--- src/design/hcrr_pkg.sv ---
// Shared types and constants for the HID control request responder.
// No dependencies; imported by every module of the block.
package hcrr_pkg;

  typedef enum logic [1:0] {
    OP_SETUP    = 2'd0,
    OP_SEND_RPT = 2'd1,
    OP_TX_DONE  = 2'd2,
    OP_UNUSED   = 2'd3
  } op_e;

  typedef enum logic [1:0] {
    ACT_ACCEPT   = 2'd0,
    ACT_SEND     = 2'd1,
    ACT_STALL    = 2'd2,
    ACT_TRANSMIT = 2'd3
  } action_e;

  typedef enum logic [2:0] {
    SRC_PROTOCOL = 3'd0,
    SRC_IDLE     = 3'd1,
    SRC_ALT      = 3'd2,
    SRC_STATUS   = 3'd3,
    SRC_REPDESC0 = 3'd4,
    SRC_REPDESC1 = 3'd5,
    SRC_KBDHID   = 3'd6,
    SRC_MOUSEHID = 3'd7
  } source_e;

  localparam logic [1:0] KIND_STANDARD = 2'd0;
  localparam logic [1:0] KIND_CLASS    = 2'd1;

  localparam logic [7:0] CLS_SET_PROTOCOL = 8'h0B;
  localparam logic [7:0] CLS_GET_PROTOCOL = 8'h03;
  localparam logic [7:0] CLS_SET_IDLE     = 8'h0A;
  localparam logic [7:0] CLS_GET_IDLE     = 8'h02;

  localparam logic [7:0] STD_GET_STATUS     = 8'h00;
  localparam logic [7:0] STD_GET_DESCRIPTOR = 8'h06;
  localparam logic [7:0] STD_GET_INTERFACE  = 8'h0A;
  localparam logic [7:0] STD_SET_INTERFACE  = 8'h0B;

  localparam logic [7:0] DESC_TYPE_HID    = 8'h21;
  localparam logic [7:0] DESC_TYPE_REPORT = 8'h22;
  localparam logic [15:0] HID_DESC_BYTES  = 16'd9;
  localparam logic [15:0] SHORT_RPT_LIMIT = 16'd8;

  localparam logic [7:0] EP_KEYBOARD = 8'h81;
  localparam logic [7:0] EP_MOUSE    = 8'h82;
  localparam logic [7:0] EP_NONE     = 8'h00;

  localparam logic [15:0] REPDESC0_RESET = 16'd63;
  localparam logic [15:0] REPDESC1_RESET = 16'd50;

  localparam int unsigned PADDR_W = 3;
  localparam logic REG_REPDESC0 = 1'b0;
  localparam logic REG_REPDESC1 = 1'b1;

  typedef struct packed {
    op_e         op;
    logic [7:0]  request_type;
    logic [7:0]  request_code;
    logic [15:0] req_value;
    logic [15:0] req_index;
    logic [15:0] req_length;
    logic        configured;
  } item_t;

  typedef struct packed {
    action_e     action;
    source_e     source;
    logic [15:0] send_length;
    logic [7:0]  read_byte;
    logic [7:0]  endpoint;
  } result_t;

  typedef struct packed {
    logic [7:0] protocol_mode;
    logic [7:0] idle_rate;
    logic [7:0] alt_setting;
    logic       busy;
  } state_t;

  typedef struct packed {
    logic       set_protocol;
    logic       set_idle;
    logic       set_alt;
    logic       set_busy;
    logic       clr_busy;
    logic [7:0] value;
  } update_t;

  typedef struct packed {
    logic [15:0] repdesc0_len;
    logic [15:0] repdesc1_len;
  } cfg_t;

endpackage

--- src/design/hcrr_cfg.sv ---
// APB-style configuration registers: report descriptor lengths.
// Depends on hcrr_pkg.
module hcrr_cfg (
  input  logic                         clk_i,
  input  logic                         rst_ni,
  input  logic                         psel,
  input  logic                         penable,
  input  logic                         pwrite,
  input  logic [hcrr_pkg::PADDR_W-1:0] paddr,
  input  logic [31:0]                  pwdata,
  output logic [31:0]                  prdata,
  output logic                         pready,
  output hcrr_pkg::cfg_t               cfg_o
);
  import hcrr_pkg::*;

  logic [15:0] repdesc0_q, repdesc0_d;
  logic [15:0] repdesc1_q, repdesc1_d;
  logic        wr_en;

  assign wr_en  = psel && penable && pwrite;
  assign pready = 1'b1;

  always_comb begin
    repdesc0_d = repdesc0_q;
    repdesc1_d = repdesc1_q;
    if (wr_en) begin
      unique case (paddr[2])
        REG_REPDESC0: repdesc0_d = pwdata[15:0];
        REG_REPDESC1: repdesc1_d = pwdata[15:0];
        default:      repdesc0_d = repdesc0_q;
      endcase
    end
  end

  always_ff @(posedge clk_i or negedge rst_ni) begin
    if (!rst_ni) begin
      repdesc0_q <= REPDESC0_RESET;
      repdesc1_q <= REPDESC1_RESET;
    end else begin
      repdesc0_q <= repdesc0_d;
      repdesc1_q <= repdesc1_d;
    end
  end

  always_comb begin
    unique case (paddr[2])
      REG_REPDESC0: prdata = {16'd0, repdesc0_q};
      REG_REPDESC1: prdata = {16'd0, repdesc1_q};
      default:      prdata = 32'd0;
    endcase
  end

  assign cfg_o.repdesc0_len = repdesc0_q;
  assign cfg_o.repdesc1_len = repdesc1_q;

endmodule

--- src/design/hcrr_state.sv ---
// Protocol, idle rate, alternate setting and transmit busy flag.
// Depends on hcrr_pkg; updates come from hcrr_decode.
module hcrr_state (
  input  logic              clk_i,
  input  logic              rst_ni,
  input  logic              en_i,
  input  hcrr_pkg::update_t upd_i,
  output hcrr_pkg::state_t  state_o
);
  import hcrr_pkg::*;

  state_t state_q, state_d;

  always_comb begin
    state_d = state_q;
    if (en_i) begin
      if (upd_i.set_protocol) state_d.protocol_mode = upd_i.value;
      if (upd_i.set_idle)     state_d.idle_rate     = upd_i.value;
      if (upd_i.set_alt)      state_d.alt_setting   = upd_i.value;
      if (upd_i.set_busy)     state_d.busy          = 1'b1;
      if (upd_i.clr_busy)     state_d.busy          = 1'b0;
    end
  end

  always_ff @(posedge clk_i or negedge rst_ni) begin
    if (!rst_ni) begin
      state_q <= '0;
    end else begin
      state_q <= state_d;
    end
  end

  assign state_o = state_q;

endmodule

--- src/design/hcrr_decode.sv ---
// Combinational request decode: item and current state to result and update.
// Depends on hcrr_pkg.
module hcrr_decode (
  input  hcrr_pkg::item_t   item_i,
  input  hcrr_pkg::state_t  state_i,
  input  hcrr_pkg::cfg_t    cfg_i,
  output hcrr_pkg::result_t res_o,
  output hcrr_pkg::update_t upd_o
);
  import hcrr_pkg::*;

  logic [1:0]  kind;
  logic [7:0]  dtype;
  logic        idx_zero;
  logic [15:0] rep_len;
  logic [15:0] rep_clip;
  logic [15:0] hid_clip;

  assign kind     = item_i.request_type[6:5];
  assign dtype    = item_i.req_value[15:8];
  assign idx_zero = (item_i.req_index == 16'd0);
  assign rep_len  = idx_zero ? cfg_i.repdesc0_len : cfg_i.repdesc1_len;
  assign rep_clip = (rep_len < item_i.req_length) ? rep_len : item_i.req_length;
  assign hid_clip = (HID_DESC_BYTES < item_i.req_length) ? HID_DESC_BYTES
                                                         : item_i.req_length;

  always_comb begin
    res_o = '0;
    upd_o = '0;
    unique case (item_i.op)
      OP_SETUP: begin
        res_o.action = ACT_STALL;
        if (kind == KIND_CLASS) begin
          if (item_i.request_code == CLS_SET_PROTOCOL) begin
            upd_o.set_protocol = 1'b1;
            upd_o.value        = item_i.req_value[7:0];
            res_o.action       = ACT_ACCEPT;
          end else if (item_i.request_code == CLS_GET_PROTOCOL) begin
            res_o.action      = ACT_SEND;
            res_o.source      = SRC_PROTOCOL;
            res_o.send_length = 16'd1;
            res_o.read_byte   = state_i.protocol_mode;
          end else if (item_i.request_code == CLS_SET_IDLE) begin
            upd_o.set_idle = 1'b1;
            upd_o.value    = item_i.req_value[15:8];
            res_o.action   = ACT_ACCEPT;
          end else if (item_i.request_code == CLS_GET_IDLE) begin
            res_o.action      = ACT_SEND;
            res_o.source      = SRC_IDLE;
            res_o.send_length = 16'd1;
            res_o.read_byte   = state_i.idle_rate;
          end
        end else if (kind == KIND_STANDARD) begin
          if (item_i.request_code == STD_GET_STATUS) begin
            if (item_i.configured) begin
              res_o.action      = ACT_SEND;
              res_o.source      = SRC_STATUS;
              res_o.send_length = 16'd2;
            end
          end else if (item_i.request_code == STD_GET_DESCRIPTOR) begin
            if (dtype == DESC_TYPE_REPORT) begin
              res_o.action      = ACT_SEND;
              res_o.source      = idx_zero ? SRC_REPDESC0 : SRC_REPDESC1;
              res_o.send_length = rep_clip;
            end else if (dtype == DESC_TYPE_HID) begin
              res_o.action      = ACT_SEND;
              res_o.source      = idx_zero ? SRC_KBDHID : SRC_MOUSEHID;
              res_o.send_length = hid_clip;
            end
          end else if (item_i.request_code == STD_GET_INTERFACE) begin
            if (item_i.configured) begin
              res_o.action      = ACT_SEND;
              res_o.source      = SRC_ALT;
              res_o.send_length = 16'd1;
              res_o.read_byte   = state_i.alt_setting;
            end
          end else if (item_i.request_code == STD_SET_INTERFACE) begin
            if (item_i.configured) begin
              upd_o.set_alt = 1'b1;
              upd_o.value   = item_i.req_value[7:0];
              res_o.action  = ACT_ACCEPT;
            end
          end
        end
      end
      OP_SEND_RPT: begin
        if (item_i.configured && !state_i.busy) begin
          upd_o.set_busy    = 1'b1;
          res_o.action      = ACT_TRANSMIT;
          res_o.send_length = item_i.req_length;
          res_o.endpoint    = (item_i.req_length < SHORT_RPT_LIMIT) ? EP_MOUSE
                                                                    : EP_KEYBOARD;
        end
      end
      OP_TX_DONE: begin
        upd_o.clr_busy = 1'b1;
      end
      OP_UNUSED: begin
        res_o.action = ACT_ACCEPT;
      end
      default: begin
        res_o.action = ACT_ACCEPT;
      end
    endcase
  end

endmodule

--- src/design/hid_control_request_responder.sv ---
// Top level of the HID control request responder: input register, decode,
// result register, state and configuration. Depends on hcrr_pkg, hcrr_cfg,
// hcrr_state and hcrr_decode.
//
// Takes one item per clock while the output is not stalled, and gives one
// result item per item. An accepted item is held in the input register,
// decoded against the current protocol/idle/alternate/busy state and
// registered into the result register when the pipeline advances, which
// waits while the result register is full and the output is stalled. The
// only loop is the state read-modify-write in the decode stage, written back
// at the same edge as the result, so back-to-back items see each other's
// updates. Configuration writes take effect at the APB access edge and should
// be made while no item is in flight.
module hid_control_request_responder (
  input  logic                         clk_i,
  input  logic                         rst_ni,
  input  logic                         in_valid_i,
  output logic                         in_ready_o,
  input  logic [1:0]                   op_i,
  input  logic [7:0]                   request_type_i,
  input  logic [7:0]                   request_code_i,
  input  logic [15:0]                  req_value_i,
  input  logic [15:0]                  req_index_i,
  input  logic [15:0]                  req_length_i,
  input  logic                         configured_i,
  output logic                         out_valid_o,
  input  logic                         out_ready_i,
  output logic [1:0]                   action_o,
  output logic [2:0]                   source_o,
  output logic [15:0]                  send_length_o,
  output logic [7:0]                   read_byte_o,
  output logic [7:0]                   endpoint_o,
  input  logic                         psel,
  input  logic                         penable,
  input  logic                         pwrite,
  input  logic [hcrr_pkg::PADDR_W-1:0] paddr,
  input  logic [31:0]                  pwdata,
  output logic [31:0]                  prdata,
  output logic                         pready
);
  import hcrr_pkg::*;

  item_t   item_q, item_d;
  logic    in_vld_q, in_vld_d;
  result_t res_q, res_d;
  logic    out_vld_q, out_vld_d;
  logic    advance;
  logic    in_fire;
  cfg_t    cfg;
  state_t  state;
  update_t upd;
  result_t dec_res;

  hcrr_cfg u_cfg (
    .clk_i   (clk_i),
    .rst_ni  (rst_ni),
    .psel    (psel),
    .penable (penable),
    .pwrite  (pwrite),
    .paddr   (paddr),
    .pwdata  (pwdata),
    .prdata  (prdata),
    .pready  (pready),
    .cfg_o   (cfg)
  );

  hcrr_decode u_decode (
    .item_i  (item_q),
    .state_i (state),
    .cfg_i   (cfg),
    .res_o   (dec_res),
    .upd_o   (upd)
  );

  hcrr_state u_state (
    .clk_i   (clk_i),
    .rst_ni  (rst_ni),
    .en_i    (advance),
    .upd_i   (upd),
    .state_o (state)
  );

  assign advance    = in_vld_q && (!out_vld_q || out_ready_i);
  assign in_ready_o = !in_vld_q || advance;
  assign in_fire    = in_valid_i && in_ready_o;

  always_comb begin
    item_d = item_q;
    in_vld_d = in_vld_q;
    if (in_fire) begin
      item_d.op           = op_e'(op_i);
      item_d.request_type = request_type_i;
      item_d.request_code = request_code_i;
      item_d.req_value    = req_value_i;
      item_d.req_index    = req_index_i;
      item_d.req_length   = req_length_i;
      item_d.configured   = configured_i;
      in_vld_d            = 1'b1;
    end else if (advance) begin
      in_vld_d = 1'b0;
    end
  end

  always_comb begin
    res_d     = res_q;
    out_vld_d = out_vld_q;
    if (advance) begin
      res_d     = dec_res;
      out_vld_d = 1'b1;
    end else if (out_ready_i) begin
      out_vld_d = 1'b0;
    end
  end

  always_ff @(posedge clk_i or negedge rst_ni) begin
    if (!rst_ni) begin
      in_vld_q  <= 1'b0;
      out_vld_q <= 1'b0;
    end else begin
      in_vld_q  <= in_vld_d;
      out_vld_q <= out_vld_d;
    end
  end

  always_ff @(posedge clk_i) begin
    item_q <= item_d;
    res_q  <= res_d;
  end

  assign out_valid_o   = out_vld_q;
  assign action_o      = res_q.action;
  assign source_o      = res_q.source;
  assign send_length_o = res_q.send_length;
  assign read_byte_o   = res_q.read_byte;
  assign endpoint_o    = res_q.endpoint;

  a_stall_only_on_full: assert property (@(posedge clk_i) disable iff (!rst_ni)
    !in_ready_o |-> (in_vld_q && out_vld_q && !out_ready_i))
    else $error("input stalled while pipeline can move");

  a_tx_endpoint: assert property (@(posedge clk_i) disable iff (!rst_ni)
    (out_vld_q && res_q.action == ACT_TRANSMIT) |->
      (res_q.endpoint == EP_KEYBOARD || res_q.endpoint == EP_MOUSE))
    else $error("transmit without report endpoint");

  a_no_tx_endpoint: assert property (@(posedge clk_i) disable iff (!rst_ni)
    (out_vld_q && res_q.action != ACT_TRANSMIT) |-> res_q.endpoint == EP_NONE)
    else $error("endpoint set on non-transmit result");

  a_busy_set: assert property (@(posedge clk_i) disable iff (!rst_ni)
    (advance && dec_res.action == ACT_TRANSMIT) |=> state.busy)
    else $error("busy not set after transmit start");

  a_no_tx_when_busy: assert property (@(posedge clk_i) disable iff (!rst_ni)
    (advance && state.busy) |-> dec_res.action != ACT_TRANSMIT)
    else $error("transmit started while busy");

endmodule
--- config.mk ---
export PLATFORM = sky130hd
export DESIGN_NAME = hid_control_request_responder
export DESIGN_NICKNAME = d
export VERILOG_FILES = /design/src/design/hcrr_pkg.sv /design/src/design/hcrr_cfg.sv /design/src/design/hcrr_state.sv /design/src/design/hcrr_decode.sv /design/src/design/hid_control_request_responder.sv
export SDC_FILE = /design/constraint.sdc
export NUM_CORES = 1
export LEC_CHECK = 0
export ABC_CLOCK_PERIOD_IN_PS = 3700
export BUFFER_PORTS_ARGS = -buffer_cell sky130_fd_sc_hd__clkbuf_2
export CAP_MARGIN = 15
export CORE_MARGIN = 3
export CORE_UTILIZATION = 40
export CTS_CLUSTER_DIAMETER = 200
export DETAILED_ROUTE_END_ITERATION = 7
export PLACE_DENSITY = 0.65
export SETUP_SLACK_MARGIN = 0.2
export SYNTH_ARGS = -nofsm -noshare
export SYNTH_HDL_FRONTEND = slang
export SYNTH_SLANG_ARGS = --single-unit
--- constraint.sdc ---
create_clock -name clk_i -period 3.7 [get_ports clk_i]
set_input_delay 0.37 -clock clk_i [delete_from_list [all_inputs] [get_ports clk_i]]
set_output_delay 0.37 -clock clk_i [all_outputs]
set_load 0.05 [all_outputs]
* Word level (Yosys, flattened, before mapping)
Index checks and enable logic that the tools add are counted.
** Storage, ports and cells
- Output and inout bits :: 72
- Memories :: 0
- Memory bits (read-only) :: 0
- RAM bits :: 0
- Word-level logic and storage cells :: 122
- Bits in registers :: 162
- Latch bits :: 0
** Operators by class
- Shift-type cells :: 0
- Div/mod/pow operators :: 0
- Eq/ne operators :: 10
- Multiplexer cells :: 64
- Order comparisons :: 3
- Multipliers :: 0
- Reductions and logical operators :: 24
- Bitwise gates (word level) :: 1
- Add/subtract/negate cells :: 0
** Operators with widths (number)
- $mux 29 :: 5
- $mux 21 :: 5
- $mux 8 :: 13
- $mux 27 :: 3
- $mux 16 :: 4
- $pmux 32 s2 :: 1
- $pmux 16 s2 :: 1
- $mux 1 :: 22
- $eq 8x2->1 const B :: 2
- $eq 8x4->1 const B :: 2
- $eq 8x6->1 const B :: 2
- $logic_not 16->1 :: 1
- $lt 16x16->1 :: 1
- $lt 16x4->1 const B :: 1
- $lt 4x16->1 const A :: 1
- $mux 2 :: 8
- $reduce_and 2->1 :: 7
- $eq 8x3->1 const B :: 1
- $logic_not 8->1 :: 1
- $reduce_bool 2->1 :: 3
- $logic_and 1x1->1 :: 5
- $eq 2x1->1 const B :: 2
- $logic_not 2->1 :: 2
- $pmux 2 s2 :: 1
- other kinds (5) :: 8

* Logic depth before layout (Yosys ltp)
Gate-level depths: netlist (run 1).
- Word-level depth :: 10
- Mapped depth :: 13
- Depth with buffers taken out :: 11

* Modules after synthesis
A second synthesis (run 1) with hierarchy kept.
** Unflattened totals
- Cell total of the unflattened synthesis :: 515
- Area total of the unflattened synthesis :: 7568.5 sq um
** Modules (own cells, without submodules)
- hid_control_request_responder :: cells each 112, area an instance 3226.8 sq um, sequential area each 3173.0 sq um, instances 1
- hcrr_decode :: cells each 243, area an instance 1754.2 sq um, sequential area each 0.0 sq um, instances 1
- hcrr_cfg :: cells each 105, area an instance 1609.0 sq um, sequential area each 812.0 sq um, instances 1
- hcrr_state :: cells each 55, area an instance 978.4 sq um, sequential area each 625.6 sq um, instances 1

* Worst setup path before layout (run 1)
No wires, ideal clock.
- Path kind :: reg2reg
- Start point :: register item_q[19] (netlist bit)
- End point :: register res_q, in the netlist send_length_o[10], data pin
- Cell stages (with the launch flop) :: 14
- Arrival time :: 3.367 ns
- Buffers on the path :: 3
- Setup time :: 0.265 ns
- Data required time :: 3.435 ns
- Setup slack :: 0.068 ns
- Cells stage by stage :: edfxtp_1 -> nor4_1 -> nand4_1 -> clkbuf_1 -> mux2_2 -> ha_1 -> a21oi_1 -> o221ai_1 -> a221oi_1 -> o21a_1 -> clkbuf_1 -> o21a_1 -> clkbuf_1 -> o21ai_0
** RTL lines
- from (decl) :: RTL line hid_control_request_responder.sv:43 : item_t item_q, item_d;
- from (signal assigned) :: RTL line hid_control_request_responder.sv:126 : item_q <= item_d;
- to (signal assigned) :: RTL line hid_control_request_responder.sv:127 : res_q <= res_d;
- to (decl) :: RTL line hid_control_request_responder.sv:45 : result_t res_q, res_d;

==> results.cfg, run 1 <==
[synth]
ys_warn_count = 0
avgSynthCellArea_sq_um = 13.86
synthArstFlopShare_pct = 38.82
synthesis.area_sq_um = 7067
synth_cells = 510
synth_area_leaders = edfxtp_1 40%, dfrtp_1 18%, mux2_2 15%
yosysMostFrequentCell = mux2_2
synthTopCellsByCount = 95 x mux2_2, 93 x edfxtp_1, 50 x dfrtp_1
synth-edff-count = 93
ys_ff_latch = 152
synth_area_leader_cell = edfxtp_1
synth.top_cell.area_share_pct = 39.52
yosysSeqAreaShare_pct = 60.57
synth_flop_cell = edfxtp_1
synth_cell_types = 63

[power_and_ir_drop]
leakage_nw = 3.643
peakVddDrop_mv = 0.3497
powerDensity_nw_per_um2 = 544.9

[timing]
tightest_slew_ns = 0.9546
setup_ws_ns = 0.3659
period_needed_ns = 3.334
rsz0062_at_grt = yes
fmax_mhz = 299.9
fin_skew_ns = 0.009937
min_period_over_period_pct = 90.11
finalHoldViolCount = 0
slew_headroom_pct = 36.02
setup_viol_count_final = 0
fin_hold_ws_ns = 0.1223
maxSlewViolCount = 0

[global_route]
grt_first_pass_wirelength_um = 24670
grt_antenna_before_repair = 0
grt_max_degree = 45
grt_pass1_vias = 4713
track_usage_pct = 16.35
grt_overflow = 0

[final_layout]
diodes = 0
final_cells = 888
num-fill-cells = 1473
drive_gt1_share_pct = 43.86
syn_to_final_growth_pct = 21.42
final_net_count = 779

[critical_path]
crit_fanout = 18
crit_required_ns = 3.84
critPathCaptureType = register
crit_type = register to register
r2r_cells = 12
worstPathArrival_ns = 3.48
start_kind = register

[clock_network]
clockBufferDepth = 2
root_buffer = clkbuf_16
path_clk_slew_ns = 0.06
cts-htree-levels = 4
clock_latency_ns = 0.42
cts_sinks = 152
cts_setup_buffers = 0
cts_tree = built
cts_made_buffers = 17

[place]
numPortBuffers = 134
gp_congestion = 0.8498
place_inst = 854
dp_slack_ns = -0.04010
dp_hpwl_um = 11460

[floorplan]
die_x_um = 138.9
die-area_sq_um = 19300
core_area_sq_um = 16940
io_pins = 181
initial_core_util_pct = 41.73
num_rows = 47
die_h_um = 138.9

[min_path]
holdPathStages = 1
hp-class = input pin to register

[detailed_routing]
route.detailed.drc = 0
viasPerCell = 5.189
detail-route-antenna-nets = 0
first_pass_iters = 4
vias = 4608
wl_per_cell_um = 17.58
routed_wl_um = 15610
drt_iter0_markers = 223

[job]
max-cap-violations = 0

[outcome]
status = finished clean
## report_power, final
group          internal (mW)  total [mW]  switching [mW]
combinational          0.290       0.879           0.588
clock                   1.06        1.71           0.660
sequential              1.98        2.08          0.0977
total                   3.33        4.68            1.35
## what timing repair did
action,CTS,global route
hold buffers,0,1
hold endpoints to repair,0,10
pin swaps,0,1
endpoints found under the setup margin,16,15
resized for setup,5,7
gates cloned,0,0
## kinds of logic after synthesis
family,share of synthesized area (%)
simple gates,9.313
buf+inv,4.444
fa+ha+maj,2.656
compound gates,7.224
other cells,0.1063
flops,60.57
xor+xnor,0.1240
mux,15.56
## sequential cells by signal (all words and copies together) (netlist names)
signal            flops
u_state.state_o      25
item_q               61
out_valid_o           1
read_byte_o           8
action_o              2
u_cfg.repdesc1_q     16
send_length_o        16
endpoint_o            3
source_o              3
u_cfg.repdesc0_q     16
in_vld_q              1
## path summary, 6_finish.rpt
kind	startpoint	end	slack [ns]
worst min-delay path	req_value_i[1]	item_q[34]	0.12
worst max register to register	item_q[19]	send_length_o[2]	0.37
worst max-delay path	item_q[19]	send_length_o[2]	0.37
max in group asynchronous	rst_ni	u_cfg.repdesc1_q[5]	2.51
worst min register to register	in_vld_q	out_valid_o	0.49
min in group asynchronous	rst_ni	u_state.state_o[0]	0.48
## critical path: stages (launching register included)
cell and delay, ns:
edfxtp_1 0.41, nor4_4 0.30, nand4_1 0.13, buf_6 0.20, mux2_2 0.32, ha_1 0.32, a21oi_1 0.17, o221ai_1 0.16
a221oi_2 0.32, o21a_2 0.26, buf_12 0.15, mux2i_1 0.17, o21ai_0 0.12
## per-layer routing
metal / routed length [um] / vias to the layer above / share of wire, % / track usage, %
li1: - / 2183 / - / -
met3: 975 / 18 / 6.2 / 4.172
met1: 6842 / 2233 / 44 / 21.19
met4: 258 / 0 / 1.7 / 5.973
met5: 0 / - / 0 / 0
met2: 7536 / 174 / 48 / 26.69
## placed cells by master (no fill, tap or decap), types with 3 or more instances in the layout
cell type  instances
o21ai_1            4
nor2_1            22
nand3_1           15
mux2_2            95
mux2i_1            3
a31oi_1            4
nor3_1             4
clkbuf_2         134
nand2b_1           4
nand3b_1           3
inv_1             18
conb_1            22
ha_1              15
clkinv_4           3
clkbuf_16         17
nand2_1           14
dfstp_2            9
o21ai_0           23
bufinv_16          3
a22o_1             9
dfrtp_1           50
clkinv_1           3
buf_4              5
nor2b_1            6
and3_1             3
nand4_1            6
nor4_1             6
a22oi_1            9
edfxtp_1          93
a21oi_1           11
nor4_2             3
## area by class of cell
type                    instances  area (sq um)  share of cell area (%)
well taps                     220         275.3                   3.208
clock buffers                  19         432.9                   5.045
multi-input cells             323          2601                   30.31
clock inverters                13         153.9                   1.794
repair buffers                143         769.5                   8.968
inverters                      18         67.56                  0.7874
flip-flops and latches        152          4280                   49.88
## stage by stage
| step | setup TNS (ns) | instance area (sq um) | util (%) | power, mW |
|---|---|---|---|---|
| global route | 0 | 8581 | 50.66 | 4.892 |
| CTS | 0 | 8518 | 50.30 | 4.718 |
| detailed placement | -0.05604 | 7908 | 46.69 | 2.974 |
| global placement | 0 | 7908 | 46.69 | 2.941 |
| floorplan | 0 | 7154 | - | 2.732 |
| finish | 0 | 8581 | 50.66 | 4.676 |
Note: power is estimated with default switching activity, not from simulation.
==> run 2: changes to the inputs <==
--- a/config.mk
+++ b/config.mk
@@ -10,8 +10,10 @@
 export CAP_MARGIN = 15
 export CORE_MARGIN = 3
 export CORE_UTILIZATION = 40
+export CTS_BUF_LIST = sky130_fd_sc_hd__clkbuf_8
 export CTS_CLUSTER_DIAMETER = 200
 export DETAILED_ROUTE_END_ITERATION = 7
+export GPL_TIMING_DRIVEN = 0
 export PLACE_DENSITY = 0.65
 export SETUP_SLACK_MARGIN = 0.2
 export SYNTH_ARGS = -nofsm -noshare
==> results.cfg, run 2 (synthesized netlist as in run 1, its figures left out) <==
[place]
dp_hpwl_um = 11720
place_area_sq_um = 8120
dp_slack_ns = -0.8390
gp_congestion = 0.8322
numPortBuffers = 133
place_inst = 884

[final_layout]
max_flop_register = item_q
diodes = 0
fin_util_pct = 52.91
final_cells = 928
syn_to_final_growth_pct = 26.81
mostFrequentLayoutCells = 132 x clkbuf_2, 93 x edfxtp_1, 89 x mux2_2
final_net_count = 819
largest_reg_flops = 61
fin_area_sq_um = 8961
mostFrequentLayoutCell = clkbuf_2
drive_gt1_share_pct = 48.31

[critical_path]
rrSetupSlack_ns = 0.31
worstPathArrival_ns = 3.58
r2r-start = item_q[19]
crit_type = register to register
r2r_cells = 13
crit_fanout = 7
start_kind = register
critPathCaptureType = register
timing.rr.end = send_length_o[0]
crit_required_ns = 3.89

[global_route]
grt_overflow = 0
grt_antenna_before_repair = 0
track_usage_pct = 16.60
grt_pass1_vias = 4831
grt_max_degree = 60
grt_first_pass_wirelength_um = 25340

[timing]
setup_viol_count_final = 0
fin_hold_ws_ns = 0.05247
slew_headroom_pct = 21.06
setup_tns_ns = 0
tightest_slew_ns = 1.174
period_needed_ns = 3.392
finalHoldViolCount = 0
rsz0062_at_grt = no
fmax_mhz = 294.8
maxSlewViolCount = 0
min_period_over_period_pct = 91.69
setup_ws_ns = 0.3076
fin_skew_ns = 0.01113

[clock_network]
cts-htree-levels = 4
path_clk_slew_ns = 0.08
cts_tree = built
hold_buffers = 0
root_buffer = clkbuf_8
clock_latency_ns = 0.45
clockBufferDepth = 2
cts_sinks = 152
cts_made_buffers = 17

[detailed_routing]
wl_per_cell_um = 17.71
vias = 4780
wl_met2_um = 7926
drt-met1-wl_um = 7323
drt_iter0_markers = 249
highest_layer = met4
wl_met3_um = 858
first_pass_iters = 4
route.detailed.drc = 0
detail-route-antenna-nets = 0
viasPerCell = 5.151
routed_wl_um = 16440

[floorplan]
initial_core_util_pct = 41.73
die-area_sq_um = 19300
die_x_um = 138.9
io_pins = 181
die_h_um = 138.9
core_area_sq_um = 16940
num_rows = 47

[power_and_ir_drop]
clkPwrFrac_pct = 31.9
peakVddDrop_mv = 0.3147
swShare_pct = 29.17
power.total_mw = 4.502
powerDensity_nw_per_um2 = 502.4
power.share.sequential_pct = 46.1
p_int_mw = 3.189
power_switching_mw = 1.313
leakage_nw = 3.851
pwr-share-comb_pct = 22.0

[min_path]
hp-class = input pin to asynchronous set/reset pin

[job]
max-cap-violations = 0

[outcome]
status = finished clean
==> run 2: worst max-delay path: stages (launching register included) <==
cell,delay [ns]
edfxtp_1,0.41
nor4_4,0.32
nand4_1,0.13
buf_6,0.17
clkbuf_16,0.16
mux2_2,0.29
ha_1,0.31
a21oi_1,0.17
o21ai_1,0.13
a221oi_2,0.35
o21a_1,0.18
buf_6,0.13
a2111oi_0,0.10
a2111o_1,0.29
==> run 2: how the worst max path moves through the flow <==
stage / from / end / slack, ns
6_report: item_q[19] / send_length_o[0] / 0.31
5_1_grt: item_q[18] / send_length_o[11] / 0.14
4_1_cts: item_q[22] / send_length_o[9] / 0.21
3_5_place_dp: item_q[19] / send_length_o[12] / -0.84
3_3_place_gp: item_q[19] / send_length_o[12] / -0.77
2_1_floorplan: item_q[32] / send_length_o[10] / 0.29
==> run 2: area by class of cell <==
cell class	instances	area [sq um]
Fill cell	1431	7975
Sequential cell	152	4280
Multi-Input combinational cell	323	2769
Timing Repair Buffer	146	835.8
Buffer	37	282.8
Tap cell	220	275.3
Clock buffer	17	234.0
Clock inverter	15	216.5
Inverter	18	67.56
==> run 2: power by group through the flow <==
| stage | registers (mW) | clock network, mW | logic [mW] |
|---|---|---|---|
| floorplan | 2.16 | 0 | 0.569 |
| global placement | 2.10 | 0 | 0.854 |
| detailed placement | 2.11 | 0 | 0.877 |
| CTS | 2.07 | 1.47 | 0.917 |
| global route | 2.10 | 1.55 | 1.05 |
| finish | 2.08 | 1.44 | 0.990 |
==> run 2: what timing repair did <==
action | in CTS | in global routing
buffers inserted | 6 | 4
setup endpoints to repair | 16 | 16
resized for setup | 20 | 35
pin swaps | 8 | 12
cloned | 0 | 2
==> run 2: metal layers <==
metal  vias up  global-route usage (%)
li1       2255                       -
met1      2331                   22.15
met2       171                   25.90
met3        23                   4.621
met4         0                   6.437
met5         -                       0
